### src/rtl/crbc_pkg.sv
// ----------------------------------------------------------------------------
// crbc_pkg
// Shared constants and helper functions for the cubic root finder.
// ----------------------------------------------------------------------------
package crbc_pkg;

	localparam int IN_W   = 29;   // bracket and root field width
	localparam int CNT_W  = 16;   // iteration counter / limit width
	localparam int TOL_W  = 31;   // tolerance width
	localparam int STAT_W = 3;
	localparam int F_W    = 64;   // width of f(x)

	localparam int DEF_FRAC_BITS = 16;
	localparam int DEF_X_WIDTH   = 32;

	// configuration register indexes
	localparam int CFG_IDX_W = 2;
	localparam logic [CFG_IDX_W-1:0] REG_METHOD = 2'd0;
	localparam logic [CFG_IDX_W-1:0] REG_TOL    = 2'd1;
	localparam logic [CFG_IDX_W-1:0] REG_LIMIT  = 2'd2;

	localparam logic [TOL_W-1:0] TOL_RESET   = 31'd65;
	localparam logic [CNT_W-1:0] LIMIT_RESET = 16'd64;

	// method codes
	localparam logic METHOD_BISECT = 1'b0;
	localparam logic METHOD_CHORD  = 1'b1;

	// status codes
	localparam logic [STAT_W-1:0] ST_CONVERGED = 3'd0;
	localparam logic [STAT_W-1:0] ST_BAD_ORDER = 3'd1;
	localparam logic [STAT_W-1:0] ST_NO_CHANGE = 3'd2;
	localparam logic [STAT_W-1:0] ST_ZERO_DIV  = 3'd3;
	localparam logic [STAT_W-1:0] ST_LIMIT     = 3'd4;

	// polynomial constants
	localparam logic [F_W-1:0] CUBE_CAP  = 64'h4000_0000_0000_0000;
	localparam int             SQ_COEF   = 10;
	localparam int             OFFSET    = 15000;
	localparam int             CUBE_DIV  = 25;

	// division by 25: 16-bit digits, reciprocal ceil(2^26/25)
	localparam int DIGIT_W  = 16;
	localparam int DIGITS   = F_W / DIGIT_W;
	localparam int REM_W    = 5;
	localparam int DV_W     = REM_W + DIGIT_W;
	localparam int RECIP_W  = 22;
	localparam int RECIP_SH = 26;
	localparam logic [RECIP_W-1:0] RECIP = 22'd2684355;

	localparam int QUEUE_DEPTH = 2;

	function automatic logic [F_W-1:0] mag(input logic signed [F_W-1:0] v);
		mag = v[F_W-1] ? F_W'(-v) : F_W'(v);
	endfunction

	function automatic logic same_sign(input logic signed [F_W-1:0] a,
			input logic signed [F_W-1:0] b);
		same_sign = (a > 0 && b > 0) || (a < 0 && b < 0);
	endfunction

endpackage

### src/rtl/crbc_front.sv
// ----------------------------------------------------------------------------
// crbc_front
// Input stage: takes a bracket, widens it and flags a bad bracket order.
// ----------------------------------------------------------------------------
module crbc_front import crbc_pkg::*; #(
	parameter int X_WIDTH = DEF_X_WIDTH
) (
	input  logic                   clk,
	input  logic                   arst_n,
	input  logic                   in_valid,
	output logic                   in_ready,
	input  logic signed [IN_W-1:0] lower_bound,
	input  logic signed [IN_W-1:0] upper_bound,
	output logic                   push,
	output logic [2*X_WIDTH:0]     push_data,
	input  logic                   full
);

	logic                      valid_s1;
	logic [2*X_WIDTH:0]        data_s1;
	logic signed [X_WIDTH-1:0] x1;
	logic signed [X_WIDTH-1:0] x2;

	assign x1        = X_WIDTH'(lower_bound);
	assign x2        = X_WIDTH'(upper_bound);
	assign push      = valid_s1 && !full;
	assign in_ready  = !valid_s1 || push;
	assign push_data = data_s1;

	always_ff @(posedge clk or negedge arst_n) begin
		if (!arst_n) begin
			valid_s1 <= 1'b0;
		end else if (in_ready) begin
			valid_s1 <= in_valid;
		end
	end

	// {bad order, x1, x2}
	always_ff @(posedge clk) begin
		if (in_valid && in_ready) begin
			data_s1 <= {(x1 >= x2), x1, x2};
		end
	end

endmodule

### config.mk
export PLATFORM = sky130hd
export DESIGN_NAME = crbc_front
export DESIGN_NICKNAME = d
export VERILOG_FILES = /design/src/rtl/crbc_pkg.sv /design/src/rtl/crbc_front.sv
export SDC_FILE = /design/constraint.sdc
export NUM_CORES = 1
export LEC_CHECK = 0
export ABC_AREA = 1
export BUFFER_PORTS_ARGS = -buffer_cell sky130_fd_sc_hd__buf_2
export CORE_AREA = 2 2 78 80
export CTS_BUF_LIST = sky130_fd_sc_hd__clkbuf_4
export DETAILED_ROUTE_END_ITERATION = 10
export DIE_AREA = 0 0 80 82
export HOLD_SLACK_MARGIN = 0.02
export PLACE_DENSITY = 0.82
export REMOVE_ABC_BUFFERS = 1
export SLEW_MARGIN = 20
export SYNTH_ARGS = -nofsm -noshare
export SYNTH_HDL_FRONTEND = slang
export SYNTH_SLANG_ARGS = --single-unit
### constraint.sdc
create_clock -name clk -period 5.5 [get_ports clk]
set_clock_uncertainty 0.1 [all_clocks]
set_input_delay 0.275 -clock clk [delete_from_list [all_inputs] [get_ports clk]]
set_output_delay 0.275 -clock clk [all_outputs]
set_load 0.03 [all_outputs]
# --- After elaboration in Yosys (flattened, before gate mapping) ---
# Cells that the tools add are included.
# Widths: inputs -> output; s select.
op_classes:
  magnitude_cmp: 1
  n_reduce_logical: 5
ops:
  columns: ["operator", "count"]
  rows:
  - ["$ge 29x29->1", 1]
  - ["$logic_and 1x1->1", 2]
  - ["$logic_not 1->1", 2]
  - ["$logic_or 1x1->1", 1]
word_totals:
  regBits: 66
  input_bits: 62
  output_inout_bits: 67
  wordCells: 8

# --- Depth between registers and ports, before layout ---
logic_depth:
  depth_word: 4
  ltp_mapped: 12
  ltp_nobuf: 12

# --- Least setup slack after synthesis ---
# Ideal clock, no wire load.
synth_path:
  path_type: "register -> register"
  from: "register valid_s1"
  to: "register data_s1[0] (netlist: push_data[0]), enable pin"
  arrival_time_ps: 3260
  required_time_ps: 4905
  path_slack_ps: 1645
  path_stages_with_launch: 2
  period_less_slack_ps: 3855
  cell_sequence: "dfrtp_1 > a21oi_1"
synth_between:
  elab_chain_len: 3
  elab_cells_between_ends: 4
  cone_classes: "4 x reduce/logical"
synth_rtl:
  columns: ["element", "line", "source"]
  rows:
  - ["start, declared", "crbc_front.sv:19", "logic valid_s1;"]
  - ["start signal, assigned", "crbc_front.sv:34", "valid_s1 <= in_valid;"]
  - ["$logic_not 1->1 / $logic_and 1x1->1 (equally long branches)", "crbc_front.sv:27, crbc_front.sv:26", null]
  - ["$logic_or 1x1->1 (*)", "crbc_front.sv:27", "assign in_ready = !valid_s1 || push;"]
  - ["$logic_and 1x1->1 (*)", "crbc_front.sv:40", "if (in_valid && in_ready) begin"]
  - ["end signal, assigned", "crbc_front.sv:41", "data_s1 <= {(x1 >= x2), x1, x2};"]
  - ["end, declared", "crbc_front.sv:20", "logic [2*X_WIDTH:0] data_s1;"]
# Every way passes the cells marked *; elsewhere a longest branch is shown, timed or not.
# A chain may end at the register's enable or synchronous reset.

# --- Worst setup path in the final report ---
layout_path:
  from: "input port lower_bound[28]"
  to: "register data_s1[64] (netlist: push_data[64]) (data pin)"
layout_between:
  elab_chain_len: 1
layout_rtl:
  columns: ["element", "line", "source"]
  rows:
  - ["start, declared", "crbc_front.sv:12", "input logic signed [IN_W-1:0] lower_bound,"]
  - ["$ge 29x29->1", "crbc_front.sv:41", null]
# No other way between the ends.

==> key figures <==
Floorplan
  • Die Ht: 82 µm
  • Total die area: 0.006560 mm²
  • Row count: 28
  • Initial Util: 0.4697
  • # IOs: 129
  • Total core area: 0.005746 mm²
  • DIE WIDTH: 80 µm

Placement
  • Gpl congestion: 0.7509
  • DP HPWL: 4087 µm
  • Area after DPL: 0.003407 mm²
  • DP Cell Count: 413
  • Dpl ws: 3579 ps
  • Port Buffer Count: 128

Critical path
  • Crit-path cells: dlygate4sd3_1 -> buf_2 -> ha_1 -> nand2_1 -> nor2_2 -> nand2_2 -> nor3b_2 -> nand2_1 -> nand3_1 -> nand3_1
  • Critical path's largest stage delay: 530 ps
  • Crit path kind: in -> reg
  • Worst Path Max Fanout: 4
  • Setup crit end kind: flip-flop
  • CP startpoint kind: input pin
  • CP required: 5540 ps
  • CP top delay family: simple AND/OR/NAND/NOR gates
  • Data arrival time of the worst path: 2090 ps
  • Slowest CP cell: dlygate4sd3_1
  • Buf+Inv Stages, Crit Path: 2

Power and ir drop
  • Max VDD drop: 0.1586 mV
  • Total leakage power: 2.042 nW
  • Power per cell area: 252.2 mW/mm²

Timing
  • Hold Slack: 79.19 ps
  • Fin crit share: 0.3730
  • Endpoints failing setup: 0
  • Final count of hold timing violations: 0
  • Final setup TNS: 0 ps
  • Slew headroom: 0.5131
  • Final max-slew violation count: 0
  • Period minus WS final: 2051 ps
  • Slew @ Worst Pin: 730.4 ps
  • RSZ-0062 raised after global routing: no
  • Final worst slack: 3449 ps
  • Max frequency: 487.5 MHz

Routing
  • Vias per cell: 4.579
  • Drc violations: 0
  • Drt pass-1 iters: 5
  • WL final: 6447 µm
  • Initial drt markers: 66
  • WL per Instance: 13.18 µm
  • Routed Antenna Nets: 0
  • Via Count: 2239

Clock network
  • Reg clk slew, reported paths: 90 ps
  • CTS tree: built
  • Total CTS buffers: 9
  • CTS H-tree lvls: 3
  • Max clock buf depth: 2
  • Clk Latency, worst-skew pair: 380 ps
  • Clock sink total: 60
  • Root Driver: clkbuf_4
  • Resized Gates After CTS: 0

Logic synthesis
  • Top-area cell type share of the netlist area: 0.6565
  • Post-Syn Instances: 215
  • Flops & latches, synth: 60
  • Leading area contributor after synthesis: edfxtp_1
  • Sequential share of the synthesized area: 0.6657
  • Syn Std Cell Area: 0.002699 mm²
  • Area contributors post-synth: edfxtp_1 66%, ha_1 13%, inv_1 6.4%
  • Avg Inst Size Synth: 12.55 µm²
  • Synth cell types: 15
  • Syn. warnings: 0

Finish
  • Area Growth Syn to Fin: 53.13%
  • Share of cells above drive strength 1: 0.3575
  • Fin nets: 500
  • Ant diodes: 0
  • Cell area after layout: 0.004133 mm²
  • Layout Cells excl Fill: 489

Worst hold path
  • Worst min path class: in -> reg

Global route
  • Number of global-route vias before repair: 2175
  • Total track usage: 0.2025
  • GRT Residual Overflow: 0
  • Initial antenna violation count: 0
  • Largest net degree at the start of global routing: 60
  • First-pass GRT wire length: 9673 µm

Outcome
  • Status: finished clean

Flow run
  • Number of max-cap violations: 0
worst paths after layout:
check / from / end / cells after the start / slack, ps
setup / recovery: lower_bound[28] / push_data[64] / 10 / 3450
hold / removal: full / valid_s1 / 3 / 80
setup reg to reg: valid_s1 / push_data[11] / 2 / 3870
hold reg to reg: valid_s1 / valid_s1 / 2 / 480
max in group asynchronous: arst_n / valid_s1 / 2 / 5120
min in group asynchronous: arst_n / valid_s1 / 2 / 100
cell families (layout without fill, tap and decap cells):
family                   after synthesis  in the layout  synth area share
AO/OA/AOI/OAI                         12             12           0.02457
buffers and inverters                 52            251           0.08067
AND/OR/NAND/NOR                       62             62           0.09458
flip-flops                            60             60            0.6657
adder cells (fa/ha/maj)               29             29            0.1344
cell usage after synthesis:
master	number
a21o_1	1
a21o_2	1
a21oi_1	10
buf_4	6
dfrtp_1	1
edfxtp_1	59
ha_1	29
inv_1	46
nand2_1	44
nand2_2	1
nand3_1	5
nand4_1	1
nor2_1	9
nor2_2	1
nor3b_2	1
where the power goes:
part | total, mW | internal (mW) | switching [mW]
registers | 0.540 | 0.533 | 0.00728
clock network | 0.291 | 0.133 | 0.158
logic | 0.211 | 0.0852 | 0.126
final cells by class:
type | instances | area [µm²]
sequential | 60 | 1797
fill | 401 | 1613
timing repair buffer | 189 | 1249
multi-input combinational | 103 | 695.7
inverter | 46 | 172.7
tap | 75 | 93.84
clock buffer | 9 | 67.56
clock inverter | 7 | 57.56
state kept, by name (all words and copies together), names as in the netlist:
register and cells:
valid_s1 1, push_data 59
placed cells by master (no fill, tap or decap), types with 4 or more instances in the layout:
| master | instances |
|---|---|
| buf_2 | 128 |
| inv_1 | 46 |
| nand2_1 | 44 |
| clkbuf_4 | 9 |
| edfxtp_1 | 59 |
| ha_1 | 29 |
| clkinv_2 | 4 |
| dlygate4sd3_1 | 60 |
| a21oi_1 | 9 |
| nor2_1 | 9 |
| nand3_1 | 5 |
worst min-delay path, cell delays in order:
cell	delay (ps)
buf_2	120
nand2_1	80
nand2_1	60
per-layer routing:
| metal | GRT usage | part of all wire | vias to the layer above |
|---|---|---|---|
| met3 | 0.03516 | 0.047 | 20 |
| li1 | - | - | 1101 |
| met1 | 0.2119 | 0.38 | 1021 |
| met2 | 0.3733 | 0.55 | 97 |
| met5 | 0 | 0 | - |
| met4 | 0.1322 | 0.030 | 0 |
through the flow:
step	utilization	power, mW
3_5_place_dp	0.5930	0.7270
3_3_place_gp	0.5930	0.7212
5_1_grt	0.7193	1.091
6_report	0.7193	1.042
2_1_floorplan	-	0.6612
4_1_cts	0.7193	1.050
what timing repair did:
item,CTS,global route
hold endpoints to repair,60,0
hold buffers,60,0
setup buffers,0,0
(Power assumes the default switching activity.)
