## config.mk

```make
export PLATFORM = sky130hd
export DESIGN_NAME = crbc_fifo
export DESIGN_NICKNAME = d
export VERILOG_FILES = /design/src/rtl/crbc_pkg.sv /design/src/rtl/crbc_fifo.sv
export SDC_FILE = /design/constraint.sdc
export NUM_CORES = 1
export LEC_CHECK = 0
export ABC_AREA = 1
export ABC_CLOCK_PERIOD_IN_PS = 3800
export BUFFER_PORTS_ARGS = -buffer_cell sky130_fd_sc_hd__buf_2
export CORE_ASPECT_RATIO = 0.75
export CORE_MARGIN = 2
export CORE_UTILIZATION = 45
export DETAILED_ROUTE_END_ITERATION = 10
export GPL_ROUTABILITY_DRIVEN = 0
export PLACE_DENSITY_LB_ADDON = 0.2
export SYNTH_ARGS = -nofsm -noshare
export SYNTH_HDL_FRONTEND = slang
export SYNTH_SLANG_ARGS = --single-unit
```

## constraint.sdc

```tcl
create_clock -name clk -period 3.8 [get_ports clk]
set_input_delay 0.38 -clock clk [delete_from_list [all_inputs] [get_ports clk]]
set_output_delay 0.38 -clock clk [all_outputs]
set_load 0.02 [all_outputs]
```

## src/rtl/crbc_pkg.sv

```systemverilog
// ----------------------------------------------------------------------------
// crbc_pkg
// Shared constants and helper functions for the cubic root finder.
// ----------------------------------------------------------------------------
package crbc_pkg;

	localparam int IN_W   = 29;   // bracket and root field width
	localparam int CNT_W  = 16;   // iteration counter / limit width
	localparam int TOL_W  = 31;   // tolerance width
	localparam int STAT_W = 3;
	localparam int F_W    = 64;   // width of f(x)

	localparam int DEF_FRAC_BITS = 16;
	localparam int DEF_X_WIDTH   = 32;

	// configuration register indexes
	localparam int CFG_IDX_W = 2;
	localparam logic [CFG_IDX_W-1:0] REG_METHOD = 2'd0;
	localparam logic [CFG_IDX_W-1:0] REG_TOL    = 2'd1;
	localparam logic [CFG_IDX_W-1:0] REG_LIMIT  = 2'd2;

	localparam logic [TOL_W-1:0] TOL_RESET   = 31'd65;
	localparam logic [CNT_W-1:0] LIMIT_RESET = 16'd64;

	// method codes
	localparam logic METHOD_BISECT = 1'b0;
	localparam logic METHOD_CHORD  = 1'b1;

	// status codes
	localparam logic [STAT_W-1:0] ST_CONVERGED = 3'd0;
	localparam logic [STAT_W-1:0] ST_BAD_ORDER = 3'd1;
	localparam logic [STAT_W-1:0] ST_NO_CHANGE = 3'd2;
	localparam logic [STAT_W-1:0] ST_ZERO_DIV  = 3'd3;
	localparam logic [STAT_W-1:0] ST_LIMIT     = 3'd4;

	// polynomial constants
	localparam logic [F_W-1:0] CUBE_CAP  = 64'h4000_0000_0000_0000;
	localparam int             SQ_COEF   = 10;
	localparam int             OFFSET    = 15000;
	localparam int             CUBE_DIV  = 25;

	// division by 25: 16-bit digits, reciprocal ceil(2^26/25)
	localparam int DIGIT_W  = 16;
	localparam int DIGITS   = F_W / DIGIT_W;
	localparam int REM_W    = 5;
	localparam int DV_W     = REM_W + DIGIT_W;
	localparam int RECIP_W  = 22;
	localparam int RECIP_SH = 26;
	localparam logic [RECIP_W-1:0] RECIP = 22'd2684355;

	localparam int QUEUE_DEPTH = 2;

	function automatic logic [F_W-1:0] mag(input logic signed [F_W-1:0] v);
		mag = v[F_W-1] ? F_W'(-v) : F_W'(v);
	endfunction

	function automatic logic same_sign(input logic signed [F_W-1:0] a,
			input logic signed [F_W-1:0] b);
		same_sign = (a > 0 && b > 0) || (a < 0 && b < 0);
	endfunction

endpackage

```

## src/rtl/crbc_fifo.sv

```systemverilog
// ----------------------------------------------------------------------------
// crbc_fifo
// Short queue between the front and the solver.
// ----------------------------------------------------------------------------
module crbc_fifo import crbc_pkg::*; #(
	parameter int W = 2 * DEF_X_WIDTH + 1
) (
	input  logic         clk,
	input  logic         arst_n,
	input  logic         push,
	input  logic [W-1:0] push_data,
	output logic         full,
	input  logic         pop,
	output logic         not_empty,
	output logic [W-1:0] pop_data
);

	localparam int PW = (QUEUE_DEPTH > 1) ? $clog2(QUEUE_DEPTH) : 1;
	localparam int CW = $clog2(QUEUE_DEPTH + 1);

	logic [W-1:0]  mem_q [QUEUE_DEPTH];
	logic [PW-1:0] wr_q;
	logic [PW-1:0] rd_q;
	logic [CW-1:0] cnt_q;

	assign full      = (cnt_q == CW'(QUEUE_DEPTH));
	assign not_empty = (cnt_q != '0);
	assign pop_data  = mem_q[rd_q];

	always_ff @(posedge clk or negedge arst_n) begin
		if (!arst_n) begin
			wr_q  <= '0;
			rd_q  <= '0;
			cnt_q <= '0;
		end else begin
			if (push) begin
				wr_q <= (wr_q == PW'(QUEUE_DEPTH - 1)) ? '0 : wr_q + 1'b1;
			end
			if (pop) begin
				rd_q <= (rd_q == PW'(QUEUE_DEPTH - 1)) ? '0 : rd_q + 1'b1;
			end
			if (push && !pop) begin
				cnt_q <= cnt_q + 1'b1;
			end else if (pop && !push) begin
				cnt_q <= cnt_q - 1'b1;
			end
		end
	end

	always_ff @(posedge clk) begin
		if (push) begin
			mem_q[wr_q] <= push_data;
		end
	end

endmodule

```

==> Word-level counts from Yosys, hierarchy flattened <==
Memory sizes are Yosys's and may differ from the RTL's.
Index checks and enable logic that the tools add are counted.
{ "word_totals": {"register_bits": 4, "output_inout_bits": 67, "ram_bits": 130, "n_memories": 1} }
{ "classes": {"mux": 6, "n_addsub": 4, "n_reduce_logical": 6, "eq_ne": 1} }
{ "memory_table": {"columns": ["name", "depth", "word_bits", "rd", "rd_clocked_by_memory_dff", "wr", "line_no", "source"], "rows": [
  ["mem_q", 2, 65, 1, 0, 1, "crbc_fifo.sv:21", "logic [W-1:0] mem_q [QUEUE_DEPTH];"]
]} }
{ "op_table": {"columns": ["operator", "count"], "rows": [
  ["$mux 1", 4],
  ["$mux 2", 2],
  ["$reduce_bool 2->1", 2],
  ["$add 1x1->1 const B", 2],
  ["$add 2x1->2 const B", 1],
  ["$eq 2x2->1 const B", 1],
  ["$logic_and 1x1->1", 2],
  ["$logic_not 1->1", 2],
  ["$sub 2x1->2 const B", 1]
]} }

==> Logic depth before layout (Yosys ltp) <==
{ "depth": {"word_depth": 4, "ltp_mapped": 7, "mapped_depth_nobuf": 7} }

==> Least setup slack after synthesis <==
Ideal clock, no wire load.
{ "synth_path": {"path_type": "input-to-reg", "startpoint": "input port push", "endpoint": "memory mem_q[0][0] (netlist bit) (enable)", "path_stages": 2, "n_path_buf": 0, "arrival_ps": 3146, "slack_ps": 164, "cell_sequence": "inv_1 -> nor2_1"} }
{ "synth_via": {"elab_chain_len": 2} }
{ "synth_rtl": {"columns": ["item", "line_no", "source"], "rows": [
  ["start, declared", "crbc_fifo.sv:10", "input logic push,"],
  ["$mux 1", "crbc_fifo.sv:51", "if (push) begin"],
  ["$mux 1 (not written as such)", "crbc_fifo.sv:52", "mem_q[wr_q] <= push_data;"],
  ["end, declared", "crbc_fifo.sv:21", null]
]} }
No other way between the ends.

==> Worst setup path in the final report <==
{ "layout_path": {"startpoint": "register rd_q", "endpoint": "output port pop_data[50]"} }
{ "layout_via": {"elab_chain_len": 1} }
{ "layout_rtl": {"columns": ["item", "line_no", "source"], "rows": [
  ["start, declared", "crbc_fifo.sv:23", "logic [PW-1:0] rd_q;"],
  ["start signal, assigned", "crbc_fifo.sv:40", "rd_q <= (rd_q == PW'(QUEUE_DEPTH - 1)) ? '0 : rd_q + 1'b1;"],
  ["$mem_v2 2x65", null, null],
  ["end, declared", "crbc_fifo.sv:15", "output logic [W-1:0] pop_data"]
]} }
No other way between the ends.

==> impl_metrics.csv <==
group,metric,value,unit
status,status,"completed",
critical_path,cp_max_fo,66,
logic_synthesis,synth.largest_area_cell,"edfxtp_1",
global_route,met3_usage,7.39,%
logic_synthesis,yosysTopAreaCellShare,77.2,%
cells_and_area,diodes,0,
critical_path,r2r-start,"wr_q$_DFFE_PN0P_",
logic_synthesis,synth_cell_types,14,
global_route,grtUsageTotal,15.2,%
logic_synthesis,ys_seq_area_share,79.1,%
critical_path,worstSetupEndpointType,"output port",
timing,slew-limit-headroom,24.9,%
critical_path,crit_path_start_kind,"flip-flop",
critical_path,reg2reg_to,"mem_q[0][53]$_DFFE_PP_",
timing,finalHoldViolCount,0,
routing,drcViolationCount,0,
global_route,grt_use_met1,17.4,%
die,rows,33,
die,design.core.area,10900,µm²
logic_synthesis,synth_warnings,0,
die,start_util,46.2,%
clock_network,htree_levels,4,
logic_synthesis,synth_top_family_by_area,"multiplexers",
critical_path,path_cells,"mux2_2, buf_2",
clock_network,path_clk_slew,0.06,ns
logic_synthesis,ys_ff_latch,134,
place,numPortBuffers,135,
global_route,grt_pass1_wl,13.4,mm
pwr,p_leak,0.00261,µW
critical_path,critPathBufInv,1,
critical_path,slowest_delay,1.15,ns
timing,worst_slew_pin_slew,1.13,ns
critical_path,worst_ep_required_time,3.42,ns
place,hpwl,5.52,mm
critical_path,path_depth,2,
clock_network,cts_tree,"yes",
logic_synthesis,synthXorXnorAreaFrac,0.519,%
cells_and_area,fin_nets,448,
logic_synthesis,synth_edf_count,130,
routing,vias,2535,
routing,dr.pass1.iters,4,
logic_synthesis,syn_area,5060,µm²
logic_synthesis,synthMostInstantiatedCell,"edfxtp_1",
logic_synthesis,yosys.area_share.simple,0.816,%
timing,finalCriticalPeriod,2.57,ns
critical_path,crit_type,"reg -> out",
logic_synthesis,synth.area.mux_share,17.4,%
global_route,antenna_found_initial,0,
global_route,grt_pass1_vias,2704,
logic_synthesis,yosys.area_share.adder,0.247,%
timing,grt_setup_unrepaired,"no",
hold_path,hp-class,"in -> reg",
logic_synthesis,synthTopCellsByArea,"edfxtp_1 77%, mux2_4 12%, mux2_2 5.6%",
cells_and_area,drive_gt1_share,59.1,%
logic_synthesis,synth.avg_cell_area,22.3,µm²
critical_path,r2r_cells,2,
timing,fin_skew,0.00544,ns
routing,totalWireLength,8.73,mm
logic_synthesis,synthCells,227,
routing,ant_nets,0,
die,ios,136,
pwr,finalPower,5330,µW
logic_synthesis,ys.flop_type,"edfxtp_1",
routing,vias_per_cell,4.77,
hold_path,min-delay-start,"push_data[52]",
clock_network,cts_setup_buffers,0,
cells_and_area,stdcell_count,531,
pwr,p_per_area,821,nW/µm²
logic_synthesis,synth_compound_area_share,0,%
place,dp.cells,498,
routing,drt-initial-drc-count,120,
clock_network,cts.sinks,134,
flow_run,max_cap_viol_count,0,
critical_path,r2r_setup_slack,1.98,ns
timing,setup_viol,0,
hold_path,hold_path_depth,1,
hold_path,min_delay_worst_endpoint,"mem_q[0][52]$_DFFE_PP_",
global_route,grt_busiest_layer,"met2",
clock_network,clk-insertion-delay-late,0.41,ns
clock_network,numCtsBuffers,17,
logic_synthesis,synth_commonest_cells,"130 x edfxtp_1, 40 x mux2_4, 25 x mux2_2",
timing,final_max_slew_viol_count,0,
global_route,use_met2,24.6,%
pwr,vdd_drop_max,0.592,mV
critical_path,crit_slowest_cell,"dfrtp_4",
cells_and_area,area_delta_synth_final,28.4,%
global_route,grt_max_degree,67,
logic_synthesis,synth.net_count,297,
die,die_area,12100,µm²
die,chipHeight,95.8,µm
critical_path,arrival,2.19,ns
clock_network,clock_path_buffers,2,
routing,post_drt_wl_per_cell,16.4,µm
die,die_x,126,µm
timing,max_freq,0.389,GHz
critical_path,cp_top_family,"flip-flops",
cells_and_area,fillers,841,
global_route,grt_overflow,0,
timing,layout_worst_path_cycle_share,67.6,%
clock_network,cts-root-buf,"clkbuf_16",
timing,setup-tns-final,0,ns
logic_synthesis,ys_async_sr_fraction,2.99,%
-- worst reg2reg max path, stage by stage (launching register included) --
cell     delay [ns]
dfrtp_1        0.43
nor2_4         0.73
buf_12         0.33
-- cell families after synthesis --
logic type	count (synthesis)
multiplexers	65
flip-flops	134
XOR/XNOR	3
buffers and inverters	14
adder cells (fa/ha/maj)	1
AND/OR/NAND/NOR	10
-- metrics by stage --
stage / worst slack [ns] / util, % / hold WS, ns / cell area (µm²)
finish: 1.23 / 59.3 / 0.160 / 6490
global route: 1.11 / 59.3 / 0.139 / 6490
CTS: 1.18 / 59.3 / 0.139 / 6490
detailed placement: 1.63 / 53.8 / 0.196 / 5890
global placement: 1.62 / 53.8 / 0.191 / 5890
floorplan: 0.164 / - / 0.0844 / 5060
-- power by group --
group	internal, µW	switching (µW)
combinational	705	774
sequential	1960	246
clock	1080	559
total	3750	1580
-- registers in the layout (all words and copies together), names as in the netlist --
register / cells
cnt_q: 2
wr_q: 1
rd_q: 1
mem_q: 130
-- cell type report --
type | instances | area [µm²] | area share [%]
Tap cell | 140 | 175 | 2.70
Clock inverter | 13 | 161 | 2.49
Sequential cell | 134 | 4010 | 61.7
Clock buffer | 19 | 433 | 6.67
Multi-Input combinational cell | 79 | 970 | 14.9
Timing Repair Buffer | 139 | 721 | 11.1
Inverter | 7 | 26.3 | 0.405
-- how the worst max path moves through the flow --
stage	to	slack, ns	from
6_report	pop_data[50]	1.23	rd_q$_DFFE_PN0P_
5_1_grt	pop_data[38]	1.11	rd_q$_DFFE_PN0P_
4_1_cts	pop_data[38]	1.18	rd_q$_DFFE_PN0P_
3_5_place_dp	pop_data[38]	1.63	rd_q$_DFFE_PN0P_
3_3_place_gp	pop_data[58]	1.62	rd_q$_DFFE_PN0P_
2_1_floorplan	mem_q[0][0]$_DFFE_PP_	0.16	push
-- cell usage in the layout, fill, tap and decap left out, drive strengths merged --
cell,synthesis,routed
nand3,1,1
edfxtp,130,130
inv,7,7
buf,7,138
xnor2,1,1
nand4,1,1
ha,1,1
clkinv,0,8
dfrtp,4,4
nand2,6,6
nor2,2,2
clkbuf,0,19
clkinvlp,0,1
dlygate4sd3,0,1
xor2,2,2
mux2,65,65
bufinv,0,4
-- per-layer routing --
layer / vias to the layer above / share of wire (%)
met1: 1238 / 42
met4: 0 / 1.2
met5: - / 0
li1: 1188 / -
met3: 12 / 8.5
met2: 97 / 48
-- repair_timing --
action	in CTS	in global routing
hold buffers	1	0
gates resized for setup	0	0
setup endpoints to repair	0	0
endpoints found under the hold margin	4	0
No activity file was read; power rests on OpenSTA's default activity.
